`src/design/hcfh_pkg.sv`:
```
// Shared types and constants for the host command frame handler.
// Used by the controller, the datapath and the top level; no dependencies.
`timescale 1ns / 1ps

package hcfh_pkg;

  // Frame byte values
  localparam logic [7:0] END_BYTE  = 8'hA5;
  localparam logic [7:0] MARK_BYTE = 8'hAA;

  // Command codes found at the command position of a frame
  localparam logic [7:0] CMD_LINK0 = 8'h00;
  localparam logic [7:0] CMD_LINK1 = 8'h01;
  localparam logic [7:0] CMD_START = 8'h02;
  localparam logic [7:0] CMD_STOP  = 8'h03;
  localparam logic [7:0] CMD_SET   = 8'h04;

  localparam logic signed [15:0] TARGET_RESET = 16'sd250;

  // Fixed store positions
  localparam int unsigned POS_FIRST     = 0;
  localparam int unsigned POS_CMD       = 2;
  localparam int unsigned POS_TEMP_HI   = 3;
  localparam int unsigned POS_TEMP_LO   = 4;
  localparam int unsigned POS_GAIN      = 5;
  localparam int unsigned POS_MARK_LAST = 9;

  typedef enum logic [2:0] {
    KIND_NONE,
    KIND_SET,
    KIND_LINK,
    KIND_START,
    KIND_STOP
  } cmd_kind_e;

  typedef enum logic [2:0] {
    WR_NONE,
    WR_RX,
    WR_TEMP_HI,
    WR_TEMP_LO,
    WR_MARK_FIRST,
    WR_MARK_LAST
  } wr_sel_e;

  typedef struct packed {
    logic    accept;
    wr_sel_e wr_sel;
    logic    load_set;
    logic    run_set;
    logic    run_clr;
    logic    rd_en;
    logic    rd_first;
    logic    out_load;
  } ctrl_t;

  typedef struct packed {
    logic      rx_end;
    cmd_kind_e cmd_kind;
    logic      echo_last;
    logic      out_free;
  } stat_t;

endpackage

```
`src/design/hcfh_ram.sv`:
```
// Generic single-port-write, single-port-read RAM with registered read data.
// No dependencies.
`timescale 1ns / 1ps

module hcfh_ram #(
  parameter int unsigned WIDTH = 8,
  parameter int unsigned DEPTH = 16
) (
  input  logic                     clk_i,
  input  logic                     we_i,
  input  logic [$clog2(DEPTH)-1:0] waddr_i,
  input  logic [WIDTH-1:0]         wdata_i,
  input  logic                     re_i,
  input  logic [$clog2(DEPTH)-1:0] raddr_i,
  output logic [WIDTH-1:0]         rdata_o
);

  logic [WIDTH-1:0] mem_q [DEPTH];
  logic [WIDTH-1:0] rdata_q;

  always_ff @(posedge clk_i) begin
    if (we_i) begin
      mem_q[waddr_i] <= wdata_i;
    end
    if (re_i) begin
      rdata_q <= mem_q[raddr_i];
    end
  end

  assign rdata_o = rdata_q;

endmodule

```
`src/design/hcfh_ctrl.sv`:
```
// Controller state machine: input handshake, command sequencing, echo readout.
// Depends on hcfh_pkg.
`timescale 1ns / 1ps

module hcfh_ctrl import hcfh_pkg::*; (
  input  logic  clk_i,
  input  logic  rst_ni,
  input  logic  s_valid_i,
  output logic  s_ready_o,
  input  stat_t stat_i,
  output ctrl_t ctrl_o
);

  typedef enum logic [7:0] {
    ST_IDLE    = 8'b0000_0001,
    ST_EXEC    = 8'b0000_0010,
    ST_WR_HI   = 8'b0000_0100,
    ST_WR_LO   = 8'b0000_1000,
    ST_MK_FST  = 8'b0001_0000,
    ST_MK_LST  = 8'b0010_0000,
    ST_ECHO_RD = 8'b0100_0000,
    ST_ECHO_LD = 8'b1000_0000
  } state_e;

  state_e state_q, state_d;

  always_comb begin
    state_d         = state_q;
    ctrl_o          = '0;
    ctrl_o.wr_sel   = WR_NONE;
    s_ready_o       = 1'b0;
    case (state_q)
      ST_IDLE: begin
        s_ready_o = 1'b1;
        if (s_valid_i) begin
          ctrl_o.accept = 1'b1;
          ctrl_o.wr_sel = WR_RX;
          if (stat_i.rx_end) begin
            state_d = ST_EXEC;
          end
        end
      end
      ST_EXEC: begin
        case (stat_i.cmd_kind)
          KIND_SET: begin
            ctrl_o.load_set = 1'b1;
            state_d = ST_ECHO_RD;
          end
          KIND_LINK: state_d = ST_WR_HI;
          KIND_START: begin
            ctrl_o.run_set = 1'b1;
            state_d = ST_WR_HI;
          end
          KIND_STOP: begin
            ctrl_o.run_clr = 1'b1;
            state_d = ST_WR_HI;
          end
          default: state_d = ST_IDLE;
        endcase
      end
      ST_WR_HI: begin
        ctrl_o.wr_sel = WR_TEMP_HI;
        state_d = ST_WR_LO;
      end
      ST_WR_LO: begin
        ctrl_o.wr_sel = WR_TEMP_LO;
        state_d = (stat_i.cmd_kind == KIND_LINK) ? ST_MK_FST : ST_ECHO_RD;
      end
      ST_MK_FST: begin
        ctrl_o.wr_sel = WR_MARK_FIRST;
        state_d = ST_MK_LST;
      end
      ST_MK_LST: begin
        ctrl_o.wr_sel = WR_MARK_LAST;
        state_d = ST_ECHO_RD;
      end
      ST_ECHO_RD: begin
        ctrl_o.rd_en    = 1'b1;
        ctrl_o.rd_first = 1'b1;
        state_d = ST_ECHO_LD;
      end
      ST_ECHO_LD: begin
        // load one byte per free output slot, fetch the next one alongside
        if (stat_i.out_free) begin
          ctrl_o.out_load = 1'b1;
          if (stat_i.echo_last) begin
            state_d = ST_IDLE;
          end else begin
            ctrl_o.rd_en = 1'b1;
          end
        end
      end
      default: state_d = ST_IDLE;
    endcase
  end

  always_ff @(posedge clk_i or negedge rst_ni) begin
    if (!rst_ni) begin
      state_q <= ST_IDLE;
    end else begin
      state_q <= state_d;
    end
  end

endmodule

```
`src/design/hcfh_datapath.sv`:
```
// Datapath: frame store, byte counter, settings registers and output register.
// Depends on hcfh_pkg and hcfh_ram.
`timescale 1ns / 1ps

module hcfh_datapath import hcfh_pkg::*; #(
  parameter int unsigned FRAME_BYTES = 10
) (
  input  logic               clk_i,
  input  logic               rst_ni,
  input  ctrl_t              ctrl_i,
  output stat_t              stat_o,
  input  logic [7:0]         rx_byte_i,
  input  logic signed [15:0] current_temp_i,
  input  logic               out_ready_i,
  output logic               out_valid_o,
  output logic               out_last_o,
  output logic [7:0]         tx_byte_o,
  output logic signed [15:0] target_o,
  output logic [7:0]         gain_o,
  output logic               run_o,
  output logic               indicator_o
);

  localparam int unsigned IDX_W = $clog2(FRAME_BYTES);
  localparam logic [IDX_W-1:0] LAST_IDX = IDX_W'(FRAME_BYTES - 1);

  logic [IDX_W-1:0]       count_q;
  logic [15:0]            temp_q;
  logic signed [15:0]     target_q;
  logic [7:0]             gain_q;
  logic                   run_q;
  logic                   ind_q;
  logic [7:0]             sh_cmd_q, sh_hi_q, sh_lo_q, sh_gain_q;
  logic [FRAME_BYTES-1:0] valid_q;
  logic [IDX_W-1:0]       echo_idx_q;
  logic                   rvalid_q;
  logic [IDX_W-1:0]       rd_addr;
  logic [7:0]             rdata;
  logic                   we;
  logic [IDX_W-1:0]       waddr;
  logic [7:0]             wdata;
  logic                   out_valid_q;
  logic                   out_last_q;
  logic [7:0]             tx_byte_q;
  logic signed [15:0]     target_out_q;
  logic [7:0]             gain_out_q;
  logic                   run_out_q;
  logic                   ind_out_q;

  // write port select
  always_comb begin
    we    = 1'b1;
    waddr = count_q;
    wdata = rx_byte_i;
    case (ctrl_i.wr_sel)
      WR_RX: begin
        waddr = count_q;
        wdata = rx_byte_i;
      end
      WR_TEMP_HI: begin
        waddr = IDX_W'(POS_TEMP_HI);
        wdata = temp_q[15:8];
      end
      WR_TEMP_LO: begin
        waddr = IDX_W'(POS_TEMP_LO);
        wdata = temp_q[7:0];
      end
      WR_MARK_FIRST: begin
        waddr = IDX_W'(POS_FIRST);
        wdata = MARK_BYTE;
      end
      WR_MARK_LAST: begin
        waddr = IDX_W'(POS_MARK_LAST);
        wdata = MARK_BYTE;
      end
      default: we = 1'b0;
    endcase
  end

  assign rd_addr = ctrl_i.rd_first ? '0 : echo_idx_q + 1'b1;

  hcfh_ram #(
    .WIDTH (8),
    .DEPTH (FRAME_BYTES)
  ) u_store (
    .clk_i   (clk_i),
    .we_i    (we),
    .waddr_i (waddr),
    .wdata_i (wdata),
    .re_i    (ctrl_i.rd_en),
    .raddr_i (rd_addr),
    .rdata_o (rdata)
  );

  // status flags and command decode
  always_comb begin
    stat_o.rx_end    = (rx_byte_i == END_BYTE);
    stat_o.echo_last = (echo_idx_q == LAST_IDX);
    stat_o.out_free  = !out_valid_q || out_ready_i;
    if (sh_cmd_q == CMD_SET) begin
      stat_o.cmd_kind = KIND_SET;
    end else if (sh_cmd_q inside {CMD_LINK0, CMD_LINK1}) begin
      stat_o.cmd_kind = KIND_LINK;
    end else if (sh_cmd_q == CMD_START) begin
      stat_o.cmd_kind = KIND_START;
    end else if (sh_cmd_q == CMD_STOP) begin
      stat_o.cmd_kind = KIND_STOP;
    end else begin
      stat_o.cmd_kind = KIND_NONE;
    end
  end

  always_ff @(posedge clk_i or negedge rst_ni) begin
    if (!rst_ni) begin
      count_q   <= '0;
      target_q  <= TARGET_RESET;
      gain_q    <= '0;
      run_q     <= 1'b0;
      ind_q     <= 1'b0;
      sh_cmd_q  <= '0;
      sh_hi_q   <= '0;
      sh_lo_q   <= '0;
      sh_gain_q <= '0;
      valid_q   <= '0;
    end else begin
      if (ctrl_i.accept) begin
        if (stat_o.rx_end || count_q == LAST_IDX) begin
          count_q <= '0;
        end else begin
          count_q <= count_q + 1'b1;
        end
        if (stat_o.rx_end) begin
          ind_q <= ~ind_q;
        end
      end
      if (we) begin
        valid_q[waddr] <= 1'b1;
        // keep copies of the bytes the commands read
        if (waddr == IDX_W'(POS_CMD))     sh_cmd_q  <= wdata;
        if (waddr == IDX_W'(POS_TEMP_HI)) sh_hi_q   <= wdata;
        if (waddr == IDX_W'(POS_TEMP_LO)) sh_lo_q   <= wdata;
        if (waddr == IDX_W'(POS_GAIN))    sh_gain_q <= wdata;
      end
      if (ctrl_i.load_set) begin
        target_q <= {sh_hi_q, sh_lo_q};
        gain_q   <= sh_gain_q;
      end
      if (ctrl_i.run_set) begin
        run_q <= 1'b1;
      end else if (ctrl_i.run_clr) begin
        run_q <= 1'b0;
      end
    end
  end

  always_ff @(posedge clk_i) begin
    if (ctrl_i.accept) begin
      temp_q <= current_temp_i;
    end
    if (ctrl_i.rd_en) begin
      echo_idx_q <= rd_addr;
      rvalid_q   <= valid_q[rd_addr];
    end
  end

  always_ff @(posedge clk_i or negedge rst_ni) begin
    if (!rst_ni) begin
      out_valid_q <= 1'b0;
    end else if (ctrl_i.out_load) begin
      out_valid_q <= 1'b1;
    end else if (out_ready_i) begin
      out_valid_q <= 1'b0;
    end
  end

  always_ff @(posedge clk_i) begin
    if (ctrl_i.out_load) begin
      // never-written entries read as zero
      tx_byte_q    <= rvalid_q ? rdata : 8'h00;
      out_last_q   <= stat_o.echo_last;
      target_out_q <= target_q;
      gain_out_q   <= gain_q;
      run_out_q    <= run_q;
      ind_out_q    <= ind_q;
    end
  end

  assign out_valid_o = out_valid_q;
  assign out_last_o  = out_last_q;
  assign tx_byte_o   = tx_byte_q;
  assign target_o    = target_out_q;
  assign gain_o      = gain_out_q;
  assign run_o       = run_out_q;
  assign indicator_o = ind_out_q;

endmodule

```
`src/design/host_command_frame_handler_core.sv`:
```
// Top level of the host command frame handler: stream ports, controller and datapath.
// Depends on hcfh_pkg, hcfh_ctrl, hcfh_datapath (and hcfh_ram through it).
`timescale 1ns / 1ps

// Received bytes enter one per transaction and are written into a FRAME_BYTES-deep
// frame store; an ordinary byte leaves the block ready for the next one. A 0xA5
// byte ends the frame, toggles the indicator and runs the command held at store
// position 2. Known commands then echo the whole store, one transaction per byte
// in store order with tlast on the final byte; unknown commands echo nothing. From
// the end-byte transaction until the last echo byte is loaded into the output
// register the input is held off: set loads the settings, start and stop set or
// clear the run flag and write the temperature bytes, link writes the temperature
// and marker bytes, and an output stall holds the echo. The store is a single-write,
// registered-read RAM, so temperature and marker bytes are written one per cycle and
// the echo streams one byte per cycle when not stalled. The store reads as zero after
// reset through per-entry valid flags, so no clearing pass is needed.
module host_command_frame_handler_core import hcfh_pkg::*; #(
  parameter int unsigned FRAME_BYTES = 10
) (
  input  logic        clk_i,
  input  logic        rst_ni,
  input  logic        s_axis_tvalid_i,
  output logic        s_axis_tready_o,
  input  logic [23:0] s_axis_tdata_i,   // [7:0] rx_byte, [23:8] current_temp
  output logic        m_axis_tvalid_o,
  input  logic        m_axis_tready_i,
  output logic [39:0] m_axis_tdata_o,   // [7:0] tx_byte, [23:8] target_out,
                                        // [31:24] gain_out, [32] run_out,
                                        // [33] indicator_out, [39:34] zero
  output logic        m_axis_tlast_o    // last_of_run
);

  ctrl_t              ctrl;
  stat_t              stat;
  logic [7:0]         tx_byte;
  logic signed [15:0] target_out;
  logic [7:0]         gain_out;
  logic               run_out;
  logic               indicator_out;

  hcfh_ctrl u_ctrl (
    .clk_i     (clk_i),
    .rst_ni    (rst_ni),
    .s_valid_i (s_axis_tvalid_i),
    .s_ready_o (s_axis_tready_o),
    .stat_i    (stat),
    .ctrl_o    (ctrl)
  );

  hcfh_datapath #(
    .FRAME_BYTES (FRAME_BYTES)
  ) u_datapath (
    .clk_i          (clk_i),
    .rst_ni         (rst_ni),
    .ctrl_i         (ctrl),
    .stat_o         (stat),
    .rx_byte_i      (s_axis_tdata_i[7:0]),
    .current_temp_i (s_axis_tdata_i[23:8]),
    .out_ready_i    (m_axis_tready_i),
    .out_valid_o    (m_axis_tvalid_o),
    .out_last_o     (m_axis_tlast_o),
    .tx_byte_o      (tx_byte),
    .target_o       (target_out),
    .gain_o         (gain_out),
    .run_o          (run_out),
    .indicator_o    (indicator_out)
  );

  assign m_axis_tdata_o = {6'b0, indicator_out, run_out, gain_out, target_out, tx_byte};

  // ordinary bytes never stall the input
  assert property (@(posedge clk_i) disable iff (!rst_ni)
    (s_axis_tvalid_i && s_axis_tready_o && s_axis_tdata_i[7:0] != END_BYTE)
      |=> s_axis_tready_o)
    else $error("input stalled after an ordinary byte");

  // a frame end always hands over to command execution
  assert property (@(posedge clk_i) disable iff (!rst_ni)
    (s_axis_tvalid_i && s_axis_tready_o && s_axis_tdata_i[7:0] == END_BYTE)
      |=> !s_axis_tready_o)
    else $error("input still open right after a frame end");

  // the final echo load returns the block to accepting input
  assert property (@(posedge clk_i) disable iff (!rst_ni)
    (ctrl.out_load && stat.echo_last) |=> (s_axis_tready_o && m_axis_tvalid_o && m_axis_tlast_o))
    else $error("echo did not finish with tlast and reopen the input");

  // loads only happen into a free output slot
  assert property (@(posedge clk_i) disable iff (!rst_ni)
    ctrl.out_load |-> (!m_axis_tvalid_o || m_axis_tready_i))
    else $error("output register overwritten before its transaction");

endmodule
```
`config.mk`:
```
export PLATFORM = sky130hd
export DESIGN_NAME = host_command_frame_handler_core
export DESIGN_NICKNAME = d
export VERILOG_FILES = /design/src/design/hcfh_pkg.sv /design/src/design/hcfh_ram.sv /design/src/design/hcfh_ctrl.sv /design/src/design/hcfh_datapath.sv /design/src/design/host_command_frame_handler_core.sv
export SDC_FILE = /design/constraint.sdc
export NUM_CORES = 1
export LEC_CHECK = 0
export ABC_CLOCK_PERIOD_IN_PS = 5840
export BUFFER_PORTS_ARGS = -buffer_cell sky130_fd_sc_hd__buf_2
export CAP_MARGIN = 40
export CORE_MARGIN = 3
export CORE_UTILIZATION = 55
export CTS_BUF_LIST = sky130_fd_sc_hd__clkbuf_8
export DETAILED_ROUTE_END_ITERATION = 7
export GPL_TIMING_DRIVEN = 0
export PLACE_DENSITY_LB_ADDON = 0.2
export SETUP_SLACK_MARGIN = 0.15
export SLEW_MARGIN = 20
export SYNTH_ARGS = -nofsm -noshare
export SYNTH_HDL_FRONTEND = slang
export SYNTH_SLANG_ARGS = --single-unit
```
`constraint.sdc`:
```
create_clock -name clk_i -period 5.84 [get_ports clk_i]
set_input_delay 0.876 -clock clk_i [delete_from_list [all_inputs] [get_ports clk_i]]
set_output_delay 0.876 -clock clk_i [all_outputs]
set_load 0.05 [all_outputs]
```
After elaboration in Yosys (flattened, before gate mapping)
Memories as Yosys holds them, arrays and structs flattened. A register that Yosys moved wholly into a read port is not among the register bits.
Index checks and enable logic that the tools add are counted.
{"block": "totals", "regBits": 137, "mem_bits_rw": 80, "in_bits": 28, "wordCells": 118, "n_memories": 1}
{"block": "classes", "addsub": 2, "n_lt_le_gt_ge": 3, "eq_ne": 32, "muxes": 40, "n_bitwise": 2, "reduce_logical": 17}
{"memory": "u_datapath.u_store.mem_q", "words": 10, "word_bits": 8, "read_ports": 1, "rd_clocked_by_memory_dff": 1, "write_ports": 1, "line": "hcfh_ram.sv:18", "rtl": "logic [WIDTH-1:0] mem_q [DEPTH];"}
{"operator": "case mux 8 bit (8 select lines)", "count": 1}
{"operator": "2-to-1 mux 8 bit", "count": 4}
{"operator": "equality test 8 x 2 -> 1 bit, second input constant", "count": 3}
{"operator": "case mux 8 bit (3 select lines)", "count": 1}
{"operator": "2-to-1 mux 1 bit", "count": 19}
{"operator": "equality test 8 x 1 -> 1 bit, second input constant", "count": 2}
{"operator": "equality test 8 x 3 -> 1 bit, second input constant", "count": 2}
{"operator": "equality test 8 bit, second input constant", "count": 2}
{"operator": "case mux 4 bit (4 select lines)", "count": 1}
{"operator": "2-to-1 mux 3 bit", "count": 5}
{"operator": "case mux 3 bit (5 select lines)", "count": 1}
{"operator": "case mux 7 bit (2 select lines)", "count": 1}
{"operator": "equality test 3 x 2 -> 1 bit, second input constant", "count": 4}
{"operator": "2-to-1 mux 4 bit", "count": 3}
{"operator": "< comparator 4 x 5 -> 1 bit, second input constant", "count": 2}
{"operator": "bitwise OR 10 bit", "count": 1}
{"operator": "AND reduction 2 bit", "count": 5}
{"operator": "equality test 3 bit, second input constant", "count": 3}
{"operator": "adder 4 x 1 -> 4 bit, second input constant", "count": 2}
{"operator": "equality test 4 x 2 -> 1 bit, second input constant", "count": 2}
{"operator": "equality test 4 x 3 -> 1 bit, second input constant", "count": 2}
{"operator": "equality test 4 bit, second input constant", "count": 2}
{"operator": "equality test 8 x 4 -> 1 bit, second input constant", "count": 1}
{"operator": "equality test 8 x 5 -> 1 bit, second input constant", "count": 1}
{"operator": "20 further kinds", "count": 26}

Longest topological paths before layout
Gate-level depths: netlist of the first run.
{"block": "depth", "word_depth": 10, "ltp_mapped": 9}

Hierarchy
A second synthesis of the first run with hierarchy kept.
{"block": "hier_totals", "hier_cells": 613, "area_unflattened_um2": 9401.5}
{"module": "hcfh_datapath", "n_inst": 1, "cells_per_inst": 341, "area_each_um2": 5233.8}
{"module": "hcfh_ram", "n_inst": 1, "cells_per_inst": 189, "area_each_um2": 3482.1}
{"module": "hcfh_ctrl", "n_inst": 1, "cells_per_inst": 74, "area_each_um2": 621.8}
{"module": "host_command_frame_handler_core", "n_inst": 1, "cells_per_inst": 9, "area_each_um2": 63.8}

Worst setup path after synthesis of the first run
No wires, ideal clock.
{"block": "synth_path", "kind": "register to register", "start": "reg u_ctrl.state_q[2]", "end": "reg u_datapath.gain_out_q[0] (netlist: u_datapath.gain_o[0]), enable pin", "setup_ps": 427, "arrival_time_ps": 2677, "slack_ps": 2735, "path_stages_with_launch": 6, "period_less_slack_ps": 3105, "cell_sequence": "dfrtp_1 buf_2 nor4_4 nor3b_1 nand3b_1 nor2_1"}
{"element": "start, declared", "line": "hcfh_ctrl.sv:25", "rtl": "state_e state_q, state_d;"}
{"element": "start signal, assigned", "line": "hcfh_ctrl.sv:101", "rtl": "state_q <= state_d;"}
{"element": "end signal, assigned", "line": "hcfh_datapath.sv:182", "rtl": "gain_out_q <= gain_q;"}
{"element": "end, declared", "line": "hcfh_datapath.sv:46", "rtl": "logic [7:0] gain_out_q;"}

Final worst setup path of the first run
{"block": "layout_path", "start": "reg u_ctrl.state_q[4]", "end": "reg u_datapath.sh_gain_q[3]"}
{"block": "layout_between", "elab_chain_cells": 6}
{"element": "equality test 8 x 6 -> 1 bit, or another cell as far along", "line": "hcfh_ctrl.sv:32", "rtl": "case (state_q)"}
{"element": "case mux 3 bit (5 select lines) (*)", "line": "hcfh_ctrl.sv:32"}
{"element": "equality test 3 bit, or another cell as far along", "line": "hcfh_datapath.sv:55", "rtl": "case (ctrl_i.wr_sel)"}
{"element": "case mux 4 bit (4 select lines) or OR reduction 5 bit (tied branches)"}
{"element": "equality test 4 x 3 -> 1 bit or 2-to-1 mux 1 bit (tied branches)", "line": "hcfh_datapath.sv:142, hcfh_datapath.sv:55"}
{"element": "AND reduction 2 bit (no source line)"}
{"element": "end signal, assigned", "line": "hcfh_datapath.sv:142", "rtl": "if (waddr == IDX_W'(POS_GAIN)) sh_gain_q <= wdata;"}
{"element": "end, declared", "line": "hcfh_datapath.sv:33", "rtl": "logic [7:0] sh_cmd_q, sh_hi_q, sh_lo_q, sh_gain_q;"}
Mark *: on every way between the ends. The rest lies on a longest branch, timed or not.
A chain may end at the register's enable or synchronous reset.

==> results.sh, run 1 <==
export IMPL_grt_usage=0.214
export IMPL_tns_ns=0
export IMPL_dieArea_mm2=0.0183
export IMPL_cts_root_buf="clkbuf_8"
export IMPL_dp_hpwl_um=12900
export IMPL_grt_overflow_total=0
export IMPL_leakagePower_nw=4.32
export IMPL_cp_slowest_cell="nor2_4"
export IMPL_wire_per_inst_um=19.3
export IMPL_drc=0
export IMPL_ys_warn_count=0
export IMPL_maxSlewHeadroom=0.444
export IMPL_cts_resized=0
export IMPL_die_x_um=135
export IMPL_fin_ws_ns=2.82
export IMPL_arrival_ns=3.39
export IMPL_yosysUniqueCellTypes=75
export IMPL_synth_area_mm2=0.00921
export IMPL_fin_util=0.665
export IMPL_cts_sinks=225
export IMPL_place_ws_ns=2.77
export IMPL_clock_path_buffers=3
export IMPL_max_freq_mhz=331
export IMPL_grt_max_degree=46
export IMPL_placed_cells=904
export IMPL_maxSlewViolCount=0
export IMPL_layout_drive_gt1_share=0.297
export IMPL_pwr_density_cell_mw_per_mm2=374
export IMPL_clock_latency_ns=0.50
export IMPL_worstPathCellList="nor4_4 > nand4_1 > clkinv_2 > o2111ai_4 > nor2_4 > mux2_1"
export IMPL_nNetsFinal=760
export IMPL_grt_pass1_vias=5718
export IMPL_routed_wl_um=18800
export IMPL_power_w=0.00401
export IMPL_tightest_slew_ns=0.831
export IMPL_async_flop_share=0.360
export IMPL_gp_congestion=0.942
export IMPL_synthCells=609
export IMPL_h_tree_depth=2
export IMPL_setup_violations=0
export IMPL_layout_cells_non_filler=970
export IMPL_portBuffers=64
export IMPL_die_height_um=135
export IMPL_critPathMaxFanout=20
export IMPL_path_buf_inv=1
export IMPL_synth_edff_count=144
export IMPL_slowest_delay_ns=0.54
export IMPL_hold_viol=0
export IMPL_crit_path_end_kind="register"
export IMPL_avgSynthCellArea_um2=15.1
export IMPL_max_vdd_ir_drop_v=0.000250
export IMPL_synth_seq_cells=225
export IMPL_num_rows=46
export IMPL_cts_setup_buffers=0
export IMPL_syn_to_final_growth_pct=16.4
export IMPL_worst_path_dominant_cell_family="simple AND/OR/NAND/NOR gates"
export IMPL_fin_worst_skew_ns=0.0254
export IMPL_synth_ff_type="edfxtp_1"
export IMPL_cts_tree="done"
export IMPL_cp_required_ns=6.21
export IMPL_vias=5537
export IMPL_grt_pass1_wl_um=30200
export IMPL_cp_start_kind="register"
export IMPL_cts_reportedPaths_clkPinSlew_ns=0.07
export IMPL_min_path_type="input pin to asynchronous set/reset pin"
export IMPL_antenna_found_initial=0
export IMPL_n_antenna_cell=0
export IMPL_seq_area_frac_synth=0.690
export IMPL_critPathKind="register to register"
export IMPL_via_per_inst=5.71
export IMPL_cts_buffers=36
export IMPL_maxCapViolCount=0
export IMPL_initial_utilization=0.572
export IMPL_fin_crit_sh=0.517
export IMPL_rsz0062_at_grt="no"
export IMPL_cts_hold_buf=0
export IMPL_coreArea_mm2=0.0161
export IMPL_ios=71
export IMPL_antenna_left=0
export IMPL_dr_pass1_iters=6
export IMPL_min_period_ns=3.02
export IMPL_drt_iter0_markers=332
export IMPL_status="complete, no violations"
state kept, by name, summed over array words and instances, names as in the netlist, 4 cells and up:
name	count
u_datapath.u_store.rdata_o	8
u_datapath.echo_idx_q	4
u_ctrl.state_q	8
u_datapath.u_store.mem_q	80
u_datapath.temp_q	16
u_datapath.count_q	4
u_datapath.valid_q	10
u_datapath.sh_gain_q	8
u_datapath.target_o	16
u_datapath.sh_lo_q	8
u_datapath.sh_hi_q	8
u_datapath.gain_q	8
u_datapath.gain_o	8
u_datapath.target_q	16
u_datapath.sh_cmd_q	8
u_datapath.tx_byte_o	8
per-layer routing:
metal,track usage,routed length [um],vias up
li1,-,-,2541
met1,0.282,7720,2749
met2,0.353,9240,211
met3,0.0431,1290,36
met4,0.0834,501,0
met5,0,0,-
cells in the mapped netlist, types with 5 or more instances:
cell type,n,area share
a211oi_1,8,0.0065
a21oi_1,7,0.0038
a22oi_1,13,0.011
a31oi_1,5,0.0034
and2_1,11,0.0075
buf_2,9,0.0049
buf_4,10,0.0081
clkbuf_1,13,0.0053
dfrtp_1,74,0.20
dfstp_2,7,0.020
edfxtp_1,144,0.47
inv_1,13,0.0053
mux2_1,22,0.027
mux2_2,26,0.032
mux2_4,8,0.013
mux2i_1,19,0.021
nand2_1,21,0.0086
nand3_1,16,0.0087
nor2_1,25,0.010
nor3_1,19,0.010
o211ai_1,9,0.0073
o21ai_0,13,0.0071
o21ai_1,5,0.0027
o22ai_1,12,0.0081
o31a_1,8,0.0076
or2_2,7,0.0048
xor2_1,5,0.0048
through the flow:
stage	instance area [um^2]	hold slack, ns
4_1_cts	10700	0.381
2_1_floorplan	9230	0.419
6_report	10700	0.390
5_1_grt	10700	0.401
3_5_place_dp	9960	0.429
3_3_place_gp	9820	0.430
layout make-up:
type                            instances  area (um^2)
Sequential cell                       225         6360
Fill cell                            1151         5400
Buffer                                 34          184
Clock inverter                         25          206
Multi-Input combinational cell        338         2660
Inverter                               17         66.3
Clock buffer                           39          537
Tap cell                              216          270
Timing Repair Buffer                   76          439
cells in the final DEF (no fill, tap or decap), types with 8 or more instances in the layout:
cell type  Yosys  final
o211ai_1       9      9
a211oi_1       8      8
clkinv_2       2      8
dfrtp_1       74     74
mux2_2        26     26
nor2_1        25     24
edfxtp_1     144    144
clkbuf_8       0     39
buf_4         10     19
mux2i_1       19     19
o22ai_1       12     12
nand2_1       21     21
mux2_1        22     22
o21ai_0       13     13
nand3_1       16     16
o31a_1         8      8
and2_1        11     11
inv_1         13     25
a22oi_1       13     13
mux2_4         8      8
clkbuf_1      13     13
buf_2          9     73
nor3_1        19     19
worst paths after layout:
path	slack, ns	endpoint	cells after the start	startpoint
worst min-delay path	0.39	u_datapath.gain_q[3]	1	rst_ni
worst min register to register	0.44	u_datapath.target_o[9]	0	u_datapath.target_q[9]
min in group clk_i	0.44	u_datapath.target_o[9]	0	u_datapath.target_q[9]
worst max-delay path	2.82	u_datapath.sh_gain_q[3]	6	u_ctrl.state_q[4]
max in group asynchronous	4.77	u_ctrl.state_q[0]	2	rst_ni
worst max register to register	2.82	u_datapath.sh_gain_q[3]	6	u_ctrl.state_q[4]
power by group:
part	internal (W)	total, W	switching (W)
Sequential	0.00194	0.00206	0.000128
Clock	0.000794	0.00137	0.000577
Combinational	0.000251	0.000580	0.000328
Total	0.00298	0.00401	0.00103
cells by family after synthesis:
logic type      synth area share
flops                      0.690
buf+inv                   0.0272
xor+xnor                 0.00570
simple gates              0.0953
other cells             0.000407
compound gates            0.0833
mux                       0.0924
fa+ha+maj                0.00543
No activity file was read; power rests on OpenSTA's default activity.
==> inputs of run 2 (changes only) <==
- ABC_CLOCK_PERIOD_IN_PS: 5840 -> 2600
- clock period: 5.84 -> 2.6 ns (I/O delays scaled with it)
==> run 2 against run 1 <==
Setup slack worse by 2.7 ns. Sequential power increased by 130%. Count of clock-buffer cells in the layout increased by 3. Critical endpoint is now u_datapath.sh_lo_q[4]. Highest routed layer unchanged. Utilization rose by 3.9 points. Largest power group unchanged.
==> results.sh, run 2 (synthesized netlist as in run 1, its figures left out) <==
export IMPL_status="complete, no violations"
export IMPL_num_rows=46
export IMPL_fin_worst_skew_ns=0.0204
export IMPL_grt_overflow_total=0
export IMPL_nFillCells=1052
export IMPL_cts_sinks=225
export IMPL_antenna_left=0
export IMPL_worstPathCellList="nor4_4 > buf_6 > nand4_1 > nand2_2 > o2111ai_4 > nor2_4 > clkbuf_16 > mux2_4"
export IMPL_dieArea_mm2=0.0183
export IMPL_cts_root_buf="clkbuf_8"
export IMPL_tightest_slew_ns=0.786
export IMPL_dp_hpwl_um=13100
export IMPL_min_path_type="input pin to register"
export IMPL_max_freq_mhz=400
export IMPL_crit_path_end_kind="register"
export IMPL_seq_area_mm2=0.00636
export IMPL_ff2ff_setup_slack_ns=0.1
export IMPL_layout_common_cells="edfxtp_1 (144), dfrtp_1 (71), buf_2 (69), buf_4 (47), clkbuf_8 (42)"
export IMPL_cp_slowest_cell="dfrtp_2"
export IMPL_r2r_cells=8
export IMPL_fin_crit_sh=0.962
export IMPL_holdWs_ns=0.0384
export IMPL_coreArea_mm2=0.0161
export IMPL_cts_buffers=37
export IMPL_grt_pass1_wl_um=31300
export IMPL_wire_per_inst_um=19.9
export IMPL_final_common_cell="edfxtp_1"
export IMPL_drc=0
export IMPL_h_tree_depth=2
export IMPL_clock_path_buffers=3
export IMPL_cp_required_ns=3.02
export IMPL_antenna_found_initial=0
export IMPL_gp_congestion=0.913
export IMPL_grt_max_degree=50
export IMPL_initial_utilization=0.572
export IMPL_vias=5765
export IMPL_whs_path_depth=1
export IMPL_min_period_ns=2.50
export IMPL_slowest_delay_ns=0.46
export IMPL_syn_to_final_growth_pct=23.2
export IMPL_maxCapViolCount=0
export IMPL_die_x_um=135
export IMPL_via_per_inst=5.71
export IMPL_maxSlewHeadroom=0.476
export IMPL_r2r_end="u_datapath.sh_lo_q[4]"
export IMPL_critPathMaxFanout=5
export IMPL_drt_iter0_markers=338
export IMPL_timing_rr_start="u_ctrl.state_q[6]"
export IMPL_max_vdd_ir_drop_v=0.000457
export IMPL_cts_reportedPaths_clkPinSlew_ns=0.06
export IMPL_leakagePower_nw=4.59
export IMPL_hold_viol=0
export IMPL_routed_wl_um=20000
export IMPL_grt_usage=0.220
export IMPL_layout_drive_gt1_share=0.377
export IMPL_crit_path_start="u_ctrl.state_q[6]"
export IMPL_arrival_ns=2.92
export IMPL_clock_latency_ns=0.53
export IMPL_maxSlewViolCount=0
export IMPL_portBuffers=64
export IMPL_grt_pass1_vias=5913
export IMPL_max_flop_register="u_datapath.u_store.mem_q"
export IMPL_endpoint="u_datapath.sh_lo_q[4]"
export IMPL_pwr_density_cell_mw_per_mm2=814
export IMPL_multi_input_area_mm2=0.00284
export IMPL_setup_violations=0
export IMPL_dr_pass1_iters=5
export IMPL_layout_cells_non_filler=1009
export IMPL_placed_cells=905
export IMPL_rsz0062_at_grt="yes"
export IMPL_n_antenna_cell=0
export IMPL_die_height_um=135
export IMPL_ios=71
export IMPL_largest_reg_flops=80
export IMPL_nNetsFinal=800
export IMPL_critPathKind="register to register"
export IMPL_cp_start_kind="register"
export IMPL_cts_tree="done"
## run 2: changes by cell type in the layout (fill, tap and decap cells not counted), sizes merged
cell / change
bufinv: -3
dlygate4sd3: +1
clkinvlp: +1
clkbuf: +7
inv: -1
buf: +34
## run 2: worst min path at each step
stage | from | to | slack, ns
2_1_floorplan | rst_ni | u_ctrl.state_q[1] | 0.09
3_3_place_gp | u_datapath.target_q[10] | u_datapath.target_o[10] | 0.43
3_5_place_dp | u_datapath.gain_q[7] | u_datapath.gain_o[7] | 0.43
4_1_cts | s_axis_tdata_i[9] | u_datapath.temp_q[1] | 0.009
5_1_grt | s_axis_tdata_i[14] | u_datapath.temp_q[6] | 0.01
6_report | s_axis_tdata_i[9] | u_datapath.temp_q[1] | 0.04
## run 2: stage by stage
step / total power (W) / cell area, um^2 / setup slack [ns] / setup TNS [ns] / util
5_1_grt: 0.00965 / 11400 / 0.0291 / 0 / 0.705
3_3_place_gp: 0.00588 / 9840 / -0.396 / -38.07 / 0.611
2_1_floorplan: 0.00559 / 9250 / 0.190 / 0 / -
3_5_place_dp: 0.00598 / 9960 / -0.476 / -26.88 / 0.618
4_1_cts: 0.00908 / 11000 / 0.119 / 0 / 0.684
6_report: 0.00924 / 11400 / 0.0991 / 0 / 0.705
## run 2: cell type report
cell class,instances,area share
Multi-Input combinational cell,338,0.250
Timing Repair Buffer,115,0.0768
Buffer,34,0.0194
Tap cell,216,0.0238
Clock buffer,42,0.0509
Sequential cell,225,0.561
Inverter,17,0.00738
Clock inverter,22,0.0115
## run 2: timing repair
item,CTS,global route
endpoints found under the hold margin,42,0
setup buffers,16,19
pin swaps,9,13
gates cloned,1,2
hold buffers,1,0
gates resized for setup,40,33
endpoints found under the setup margin,201,209
## run 2: power by group
group	internal [W]	switching (W)	total (W)
combinational	0.000786	0.000855	0.00164
clock	0.00159	0.00136	0.00295
sequential	0.00435	0.000301	0.00465
## run 2: routing by layer
layer / GRT usage / vias to the layer above / share of wire
met3: 0.0479 / 35 / 0.064
met4: 0.0817 / 0 / 0.020
met1: 0.289 / 2899 / 0.41
met2: 0.364 / 204 / 0.51
met5: 0 / - / 0
li1: - / 2627 / -
## run 2: critical path: cells and delay by family, from the launching register on
kind / cells / cell delay, ns
AO/OA/AOI/OAI: 1 / 0.20
buffers and inverters: 2 / 0.39
flip-flops: 1 / 0.46
multiplexers: 1 / 0.30
AND/OR/NAND/NOR: 4 / 1.04
